[config.mk]
export PLATFORM = sky130hd
export DESIGN_NAME = mvc_ctrl
export DESIGN_NICKNAME = d
export VERILOG_FILES = /design/src/design/mvc_pkg.sv /design/src/design/mvc_ctrl.sv
export SDC_FILE = /design/constraint.sdc
export NUM_CORES = 1
export LEC_CHECK = 0
export BUFFER_PORTS_ARGS = -buffer_cell sky130_fd_sc_hd__buf_2
export CAP_MARGIN = 20
export CORE_MARGIN = 3
export CORE_UTILIZATION = 56
export CTS_BUF_LIST = sky130_fd_sc_hd__clkbuf_4
export DETAILED_ROUTE_END_ITERATION = 16
export PLACE_DENSITY = 0.81
export SYNTH_ARGS = -nofsm -noshare
export SYNTH_HDL_FRONTEND = slang
export SYNTH_SLANG_ARGS = --single-unit
export TNS_END_PERCENT = 50
[constraint.sdc]
create_clock -name i_clk -period 3.3 [get_ports i_clk]
set_input_delay 0.165 -clock i_clk [delete_from_list [all_inputs] [get_ports i_clk]]
set_output_delay 0.165 -clock i_clk [all_outputs]
set_load 0.02 [all_outputs]
[src/design/mvc_pkg.sv]
// Shared package for the multi-voice chorus: widths, register indexes,
// the controller/datapath command and status words, and the sine table.
// No dependencies.
package mvc_pkg;

    localparam int SAMPLE_W     = 24;
    localparam int DELAY_DEPTH  = 2048;
    localparam int DELAY_AW     = $clog2(DELAY_DEPTH);
    localparam int MAX_VOICES   = 8;
    localparam int VOICE_W      = $clog2(MAX_VOICES);
    localparam int SINE_ENTRIES = 1024;
    localparam int SINE_AW      = $clog2(SINE_ENTRIES);
    localparam int SINE_W       = 16;

    // Configuration register indexes
    localparam logic [2:0] CFG_BASE_DELAY  = 3'd0;
    localparam logic [2:0] CFG_MOD_DEPTH   = 3'd1;
    localparam logic [2:0] CFG_RATE_STEP   = 3'd2;
    localparam logic [2:0] CFG_WET_GAIN    = 3'd3;
    localparam logic [2:0] CFG_VOICE_COUNT = 3'd4;
    localparam int CFG_DATA_W = 23;

    // Delay clamp, Q11.8
    localparam int DLY_MIN = 256;
    localparam int DLY_MAX = (DELAY_DEPTH - 4) * 256;

    // Lagrange weights are scaled by 6 * 2^24 = 3 * 2^25
    localparam int LAG_DEN  = 100663296;
    localparam int LAG_HALF = LAG_DEN / 2;
    // floor(u / 3) for u below 2^28: (u * RECIP3) >> 30
    localparam logic [28:0] RECIP3   = 29'd357913942;
    localparam int          DIV3_OFS = 3 * (1 << 26);

    // Small-divisor long division: 8 quotient bits per cycle
    localparam int DIV_W     = 40;
    localparam int DVS_W     = 7;
    localparam int DIV_BITS  = 8;
    localparam int DIV_STEPS = DIV_W / DIV_BITS;

    localparam logic signed [SAMPLE_W-1:0] SMAX = {1'b0, {(SAMPLE_W-1){1'b1}}};
    localparam logic signed [SAMPLE_W-1:0] SMIN = {1'b1, {(SAMPLE_W-1){1'b0}}};

    typedef struct packed {
        logic       load;
        logic       clr;
        logic       wr_in;
        logic       sin;
        logic       mul;
        logic       pos;
        logic       rd;
        logic [1:0] tap;
        logic       f2;
        logic       f3;
        logic       wgt;
        logic       mac;
        logic       acc_clr;
        logic       acc_add;
        logic       rnd1;
        logic       rnd2;
        logic       rnd3;
        logic       adv;
        logic       fin1;
        logic       fin2;
        logic       fin3;
        logic       out_load;
    } t_cmd;

    typedef struct packed {
        logic clr_last;
        logic last_voice;
        logic div_busy;
        logic out_free;
    } t_status;

    typedef logic signed [SINE_W-1:0] t_sine_tab [SINE_ENTRIES];

    // Q1.15 quarter-folded Taylor sine, angle in Q30
    function automatic t_sine_tab f_sine_tab();
        t_sine_tab         tab;
        longint unsigned   theta;
        longint unsigned   x;
        longint unsigned   x2;
        longint unsigned   term;
        longint            sum;
        longint            s;
        logic              neg;
        longint unsigned   pi_q30;
        longint unsigned   half_pi_q30;
        longint unsigned   two_pi_q30;
        pi_q30      = 64'd3373259426;
        half_pi_q30 = 64'd1686629713;
        two_pi_q30  = 64'd6746518852;
        for (int i = 0; i < SINE_ENTRIES; i++) begin
            theta = (two_pi_q30 * longint'(i)) / SINE_ENTRIES;
            neg = 1'b0;
            if (theta >= pi_q30) begin
                theta = theta - pi_q30;
                neg = 1'b1;
            end
            if (theta > half_pi_q30) begin
                theta = pi_q30 - theta;
            end
            x = theta;
            x2 = (x * x) >> 30;
            term = x;
            sum = longint'(x);
            // odd powers x^3 .. x^13, signs alternate
            term = ((term * x2) >> 30) / 6;
            sum  = sum - longint'(term);
            term = ((term * x2) >> 30) / 20;
            sum  = sum + longint'(term);
            term = ((term * x2) >> 30) / 42;
            sum  = sum - longint'(term);
            term = ((term * x2) >> 30) / 72;
            sum  = sum + longint'(term);
            term = ((term * x2) >> 30) / 110;
            sum  = sum - longint'(term);
            term = ((term * x2) >> 30) / 156;
            sum  = sum + longint'(term);
            if (sum < 0) begin
                sum = 0;
            end
            s = (sum * 32767 + (64'sd1 <<< 29)) >>> 30;
            if (s > 32767) begin
                s = 32767;
            end
            tab[i] = SINE_W'(neg ? -s : s);
        end
        return tab;
    endfunction

    localparam t_sine_tab SINE_TAB = f_sine_tab();

    // Start phases spread evenly over three voices
    function automatic logic [31:0] f_phase_init(int i);
        logic [63:0] p;
        p = (64'(i) << 32) / 3;
        return p[31:0];
    endfunction

endpackage

[src/design/mvc_ctrl.sv]
// Chorus sequencer: clearing pass, input accept, per-voice steps, final mix.
// Depends on mvc_pkg.
module mvc_ctrl
    import mvc_pkg::*;
(
    input  logic    i_clk,
    input  logic    i_rst_n,
    input  logic    i_in_valid,
    output logic    o_in_stall,
    input  t_status i_st,
    output t_cmd    o_cmd
);

    typedef enum logic [23:0] {
        S_CLR  = 24'h000001,
        S_IDLE = 24'h000002,
        S_WR   = 24'h000004,
        S_SIN  = 24'h000008,
        S_MUL  = 24'h000010,
        S_POS  = 24'h000020,
        S_RD0  = 24'h000040,
        S_RD1  = 24'h000080,
        S_RD2  = 24'h000100,
        S_RD3  = 24'h000200,
        S_MAC0 = 24'h000400,
        S_MAC1 = 24'h000800,
        S_MAC2 = 24'h001000,
        S_MAC3 = 24'h002000,
        S_ACC  = 24'h004000,
        S_RND1 = 24'h008000,
        S_RND2 = 24'h010000,
        S_RND3 = 24'h020000,
        S_ADV  = 24'h040000,
        S_FIN1 = 24'h080000,
        S_FIN2 = 24'h100000,
        S_FIN3 = 24'h200000,
        S_OUT  = 24'h400000
    } t_state;

    t_state r_state;
    t_state n_state;

    always_comb begin
        n_state = r_state;
        o_cmd   = '0;
        case (r_state)
            S_CLR: begin
                o_cmd.clr = 1'b1;
                if (i_st.clr_last) begin
                    n_state = S_IDLE;
                end
            end
            S_IDLE: begin
                if (i_in_valid) begin
                    o_cmd.load = 1'b1;
                    n_state    = S_WR;
                end
            end
            S_WR: begin
                o_cmd.wr_in = 1'b1;
                n_state     = S_SIN;
            end
            S_SIN: begin
                o_cmd.sin = 1'b1;
                n_state   = S_MUL;
            end
            S_MUL: begin
                o_cmd.mul = 1'b1;
                n_state   = S_POS;
            end
            S_POS: begin
                o_cmd.pos = 1'b1;
                n_state   = S_RD0;
            end
            S_RD0: begin
                o_cmd.rd  = 1'b1;
                o_cmd.tap = 2'd0;
                o_cmd.f2  = 1'b1;
                n_state   = S_RD1;
            end
            S_RD1: begin
                o_cmd.rd  = 1'b1;
                o_cmd.tap = 2'd1;
                o_cmd.f3  = 1'b1;
                n_state   = S_RD2;
            end
            S_RD2: begin
                o_cmd.rd  = 1'b1;
                o_cmd.tap = 2'd2;
                o_cmd.wgt = 1'b1;
                n_state   = S_RD3;
            end
            S_RD3: begin
                o_cmd.rd  = 1'b1;
                o_cmd.tap = 2'd3;
                n_state   = S_MAC0;
            end
            S_MAC0: begin
                o_cmd.mac     = 1'b1;
                o_cmd.tap     = 2'd0;
                o_cmd.acc_clr = 1'b1;
                n_state       = S_MAC1;
            end
            S_MAC1: begin
                o_cmd.mac     = 1'b1;
                o_cmd.tap     = 2'd1;
                o_cmd.acc_add = 1'b1;
                n_state       = S_MAC2;
            end
            S_MAC2: begin
                o_cmd.mac     = 1'b1;
                o_cmd.tap     = 2'd2;
                o_cmd.acc_add = 1'b1;
                n_state       = S_MAC3;
            end
            S_MAC3: begin
                o_cmd.mac     = 1'b1;
                o_cmd.tap     = 2'd3;
                o_cmd.acc_add = 1'b1;
                n_state       = S_ACC;
            end
            S_ACC: begin
                o_cmd.acc_add = 1'b1;
                n_state       = S_RND1;
            end
            S_RND1: begin
                o_cmd.rnd1 = 1'b1;
                n_state    = S_RND2;
            end
            S_RND2: begin
                o_cmd.rnd2 = 1'b1;
                n_state    = S_RND3;
            end
            S_RND3: begin
                o_cmd.rnd3 = 1'b1;
                n_state    = S_ADV;
            end
            S_ADV: begin
                // hold until the voice step quotient is ready
                if (!i_st.div_busy) begin
                    o_cmd.adv = 1'b1;
                    n_state   = i_st.last_voice ? S_FIN1 : S_SIN;
                end
            end
            S_FIN1: begin
                o_cmd.fin1 = 1'b1;
                n_state    = S_FIN2;
            end
            S_FIN2: begin
                o_cmd.fin2 = 1'b1;
                n_state    = S_FIN3;
            end
            S_FIN3: begin
                o_cmd.fin3 = 1'b1;
                n_state    = S_OUT;
            end
            S_OUT: begin
                if (!i_st.div_busy && i_st.out_free) begin
                    o_cmd.out_load = 1'b1;
                    n_state        = S_IDLE;
                end
            end
            default: begin
                n_state = S_IDLE;
            end
        endcase
    end

    always_ff @(posedge i_clk) begin
        if (!i_rst_n) begin
            r_state <= S_CLR;
        end else begin
            r_state <= n_state;
        end
    end

    assign o_in_stall = (r_state != S_IDLE);

endmodule

==> run_results.csv, run 1 <==
group,metric,value,unit
run_status,status,"finished, final reports clean",
floorplanning,die_w,57.6,um
setup_path,ff2ff_path_depth,7,
setup_path,ff2ff_setup_slack,0.58,ns
synthesis,synth-xor-area-share,5.87,%
synthesis,avgSynthCellArea,8.29,um^2
synthesis,synth_area_leaders,"dfxtp_1, nor2_1, nor4_1",
grt,grt_start_max_net_pins,15,
setup_path,reg2reg_from,"r_state[9]",
synthesis,synth_area,0.00149,mm^2
clocking,clk_latency,0.32,ns
floorplanning,ios,31,
place,place.gp.congestion,0.957,
layout,reg.largest.list,"r_state x23",
synthesis,synth-simple-area-share,48.8,%
pwr,leakagePower,0.757,nW
setup_path,critPathKind,"reg2out",
setup_path,cp.arrival,2.91,ns
timing,worstMarginPinSlew,0.590,ns
grt,antenna_found_initial,0,
synthesis,ys_top_cells_by_count,"dfxtp_1, nor2_1, nand2_1, nor3_1, nor4_1",
layout,largest_register,"r_state",
floorplanning,rows,18,
timing,max-slew-margin-rel,60.7,%
setup_path,critPathSlowestCell,"or4b_4",
setup_path,max_stage_delay,0.53,ns
clocking,clockBufferDepth,2,
timing,fmax,325,MHz
pwr,powerDensity,333,mW/mm^2
hold_path,whs_path_depth,2,
routing,wire_per_inst,15.0,um
hold_path,hold_end,"r_state[0]",
clocking,numCtsBuffers,3,
setup_path,cp.required,3.13,ns
setup_path,critPathTopFamily,"simple AND/OR/NAND/NOR gates",
grt,grt_pass1_wl,5.98,mm
grt,grt_pass1_vias,1355,
floorplanning,dieArea,0.00332,mm^2
clocking,clockRootBuffer,"clkbuf_4",
timing,clock_skew,0.00559,ns
hold_path,hold_class,"in2reg",
clocking,ctsHoldBuffers,0,
synthesis,synthArstFlopShare,0,%
timing,setup_violations,0,
timing,min_period,3.07,ns
synthesis,yosysWarnings,0,
place,port_buffers,30,
layout,diodes,0,
setup_path,path_buf_inv,1,
synthesis,ys.flop_type,"dfxtp_1",
routing,drcViolationCount,0,
pwr,ir_worst_vdd,0.000233,V
run,cap_viol_max_count,0,
clocking,path_clk_slew,0.13,ns
setup_path,r2r_end,"r_state[1]",
layout,finish.net_count,217,
floorplanning,coreArea,0.00250,mm^2
synthesis,synth-adder-area-share,0,%
routing,drt-total-wl,3.59,mm
synthesis,syn-instance-count,180,
layout,largest_reg_flops,23,
setup_path,endpoint_kind,"output port",
timing,slew_viol_final,0,
floorplanning,die_h,57.6,um
synthesis,synth_top_area_cell,"dfxtp_1",
layout,synthToLayoutAreaGrowth,12.5,%
routing,viasPerCell,6.14,
timing,finalHoldViolCount,0,
synthesis,synth_edf_count,0,
grt,grt-ovfl-total,0,
layout,fillers,224,
synthesis,ys_seq_area_share,30.8,%
synthesis,synth_top_cell_area_share,30.8,%
synthesis,synth.most_common_cell,"dfxtp_1",
synthesis,muxShareOfSynthArea,0,%
routing,first_iter_violations,72,
clocking,numClockSinks,23,
timing,timing.final.crit_share,93.1,%
floorplanning,initial_core_util,59.7,%
routing,ant_nets,0,
synthesis,synth_top_family_by_area,"simple AND/OR/NAND/NOR gates",
routing,vias,1467,
layout,drive_above_1_share,23.9,%
layout,instances_no_fill,239,
synthesis,ys_ff_latch,23,
place,dpl.hpwl,2.78,mm
setup_path,cp_max_fo,10,
hold_path,hp-start,"i_st[3]",
synthesis,synthesis.nets,187,
clocking,cts_setup_buffers,0,
setup_path,cp_cell_sequence,"nor4_4, nand4_4, or4_4, or2_4, or4b_4, o31ai_1, buf_2",
setup_path,cp-start-kind,"register",
synthesis,synth_compound_area_share,9.81,%
clocking,cts_max_level,1,
timing,fin_tns_setup,0,ns
clocking,ctsResizeCount,0,
place,placed_cells,235,
synthesis,ys_types,50,
timing,rsz0062_at_grt,"false",
clocking,cts_tree,"built",
grt,track_usage,22.7,%
routing,dr.pass1.iters,4,
-- logic make-up (layout without fill, tap and decap cells) --
family / Yosys count / count (layout)
AOI/OAI and AO/OA: 21 / 21
xor gates and xnor gates: 10 / 10
buffers and inverters: 14 / 43
DFF: 23 / 23
and+or+nand+nor: 112 / 112
-- power breakdown --
part | internal, W | switching (W)
registers | 0.000284 | 0.0000142
logic | 0.0000493 | 0.0000774
clock network | 0.0000454 | 0.0000898
total | 0.000378 | 0.000181
-- cell usage in the layout, fill, tap and decap left out, drive strengths merged, types with 7 or more instances in the layout --
cell,Yosys,final
buf,4,32
dfxtp,23,23
nor2,23,23
nor3,12,12
nand2,12,12
nor4,12,12
inv,7,7
o21ai,7,7
-- cell type report --
class	count	area, um^2	area share, %
Inverter	7	26.3	1.56
Clock buffer	3	22.5	1.34
Tap cell	30	37.5	2.24
Timing Repair Buffer	32	165	9.84
Multi-Input combinational cell	143	962	57.3
Sequential cell	23	460	27.4
Clock inverter	1	5.00	0.298
-- per-stage QoR --
stage | cell area [um^2] | utilization (%) | hold WS, ns | power, W | worst slack, ns
after CTS | 1680 | 67.2 | 0.0601 | 0.000562 | 0.219
after detailed placement | 1650 | 66.1 | 0.401 | 0.000430 | 0.590
after floorplan | 1490 | - | 0.241 | 0.000400 | 0.620
after global placement | 1650 | 66.1 | 0.393 | 0.000425 | 0.618
after global routing | 1680 | 67.2 | 0.0761 | 0.000590 | 0.0803
final | 1680 | 67.2 | 0.0620 | 0.000560 | 0.227
-- per-layer routing --
layer / global-route usage, % / share of wire (%)
met1: 31.7 / 46
met2: 34.7 / 47
met3: 3.12 / 5.4
met4: 10.9 / 2.0
met5: 0 / 0
-- how the worst max path moves through the flow --
| stage | from | end | depth (start not counted) |
|---|---|---|---|
| 6_report | r_state[1] | o_cmd[8] | 7 |
| 5_1_grt | r_state[9] | o_cmd[14] | 6 |
| 4_1_cts | r_state[1] | o_cmd[8] | 7 |
| 3_5_place_dp | r_state[1] | o_cmd[8] | 7 |
| 3_3_place_gp | r_state[9] | r_state[1] | 7 |
| 2_1_floorplan | r_state[13] | o_cmd[14] | 6 |
Note: power is estimated with default switching activity, not from simulation.
==> run 2, diff against run 1 <==
==> constraint.sdc (replaced) <==
create_clock -name i_clk -period 3.08 [get_ports i_clk]
set_input_delay 0.154 -clock i_clk [delete_from_list [all_inputs] [get_ports i_clk]]
set_output_delay 0.154 -clock i_clk [all_outputs]
set_load 0.02 [all_outputs]
==> run_results.csv, run 2 (synthesized netlist as in run 1, its figures left out) <==
group,metric,value,unit
run_status,status,"finished, final reports clean",
layout,instances_no_fill,241,
setup_path,critPathKind,"reg2out",
layout,synthToLayoutAreaGrowth,14.4,%
timing,timing.final.crit_share,97.9,%
floorplanning,dieArea,0.00332,mm^2
timing,max-slew-margin-rel,66.9,%
layout,drive_above_1_share,26.5,%
timing,worstMarginPinSlew,0.492,ns
routing,viasPerCell,6.27,
floorplanning,initial_core_util,59.7,%
floorplanning,ios,31,
timing,fmax,332,MHz
setup_path,max_stage_delay,0.53,ns
layout,largest_reg_flops,23,
clocking,path_clk_slew,0.13,ns
clocking,cts_tree,"built",
clocking,clockRootBuffer,"clkbuf_4",
setup_path,reg2reg_from,"r_state[9]",
setup_path,endpoint_kind,"output port",
layout,final_util,68.3,%
floorplanning,die_w,57.6,um
grt,antenna_found_initial,0,
grt,grt_start_max_net_pins,13,
run,cap_viol_max_count,0,
clocking,clockBufferDepth,2,
routing,dr.pass1.iters,4,
grt,track_usage,23.6,%
clocking,clk_latency,0.31,ns
layout,largest_register,"r_state",
routing,ant_nets,0,
floorplanning,coreArea,0.00250,mm^2
clocking,numClockSinks,23,
place,placed_cells,236,
routing,wire_per_inst,15.8,um
grt,grt_pass1_wl,6.33,mm
hold_path,hp-start,"i_st[3]",
clocking,ctsHoldBuffers,0,
setup_path,cp.required,2.93,ns
setup_path,r2r_end,"r_state[1]",
routing,vias,1511,
setup_path,path_buf_inv,1,
grt,grt-ovfl-total,0,
layout,finish.net_count,219,
routing,drt-total-wl,3.81,mm
setup_path,cp_cell_sequence,"nor4_4, nand4_4, or4_4, or2_4, or4b_4, o31ai_1, buf_2",
timing,clock_skew,0.00558,ns
routing,drcViolationCount,0,
clocking,numCtsBuffers,3,
layout,final_cell_mix,"buf_2, nor2_1, dfxtp_1, nor3_1, nand2_1",
clocking,cts_max_level,1,
grt,grt_pass1_vias,1381,
pwr,powerDensity,358,mW/mm^2
hold_path,whs_path_depth,2,
setup_path,cp_max_fo,10,
timing,finalHoldViolCount,0,
timing,whs,0.0671,ns
hold_path,hold_class,"in2reg",
layout,mostFrequentLayoutCell,"buf_2",
setup_path,ff2ff_path_depth,7,
timing,rsz0062_at_grt,"true",
setup_path,cp.arrival,2.86,ns
place,port_buffers,30,
pwr,ir_worst_vdd,0.000309,V
timing,fin_tns_setup,0,ns
pwr,leakagePower,0.772,nW
timing,setup_violations,0,
routing,first_iter_violations,82,
floorplanning,rows,18,
layout,diodes,0,
timing,slew_viol_final,0,
hold_path,hold_end,"r_state[0]",
setup_path,critPathTopFamily,"simple AND/OR/NAND/NOR gates",
layout,reg.largest.list,"r_state x23",
floorplanning,die_h,57.6,um
setup_path,cp-start-kind,"register",
place,dpl.hpwl,2.96,mm
place,place.gp.congestion,0.946,
setup_path,critPathSlowestCell,"or4b_4",
setup_path,ff2ff_setup_slack,0.51,ns
timing,min_period,3.01,ns
==> run 2: layout make-up <==
class / instances / area [um^2]
Clock buffer: 4 / 30.0
Fill cell: 209 / 792
Inverter: 7 / 26.3
Multi-Input combinational cell: 143 / 968
Sequential cell: 23 / 465
Tap cell: 30 / 37.5
Timing Repair Buffer: 34 / 180
==> run 2: repair_timing <==
action / 4_1_cts / 5_1_grt
setup endpoints to repair: 0 / 2
resized for setup: 0 / 5
endpoints found under the hold margin: 0 / 0
buffers inserted: 0 / 1
==> run 2: metrics by stage <==
| step | area [um^2] | worst slack (ns) | total power [W] |
|---|---|---|---|
| after global placement | 1660 | 0.424 | 0.000458 |
| after CTS | 1690 | 0.0105 | 0.000613 |
| after floorplan | 1490 | 0.411 | 0.000429 |
| after detailed placement | 1660 | 0.371 | 0.000463 |
| final | 1710 | 0.0659 | 0.000611 |
| after global routing | 1710 | -0.0331 | 0.000645 |
==> run 2: report_power, final <==
part,internal (W),switching [W]
Clock,0.0000593,0.0000932
Sequential,0.000305,0.0000153
Combinational,0.0000547,0.0000838
Total,0.000419,0.000192
==> run 2: how the worst max path moves through the flow <==
stage	to	startpoint	slack, ns	cells after the start
after global placement	o_cmd[8]	r_state[16]	0.42	7
final	o_cmd[8]	r_state[12]	0.07	7
after global routing	o_cmd[8]	r_state[12]	-0.03	7
after CTS	o_cmd[8]	r_state[13]	0.01	7
after detailed placement	o_cmd[8]	r_state[1]	0.37	7
after floorplan	o_cmd[14]	r_state[13]	0.41	6
==> run 2: per-layer routing <==
metal,track usage (%),vias up,share of wire [%]
met3,2.45,11,4.3
li1,-,734,-
met1,33.8,719,46
met2,38.2,47,48
met4,5.63,0,1.6
met5,0,-,0
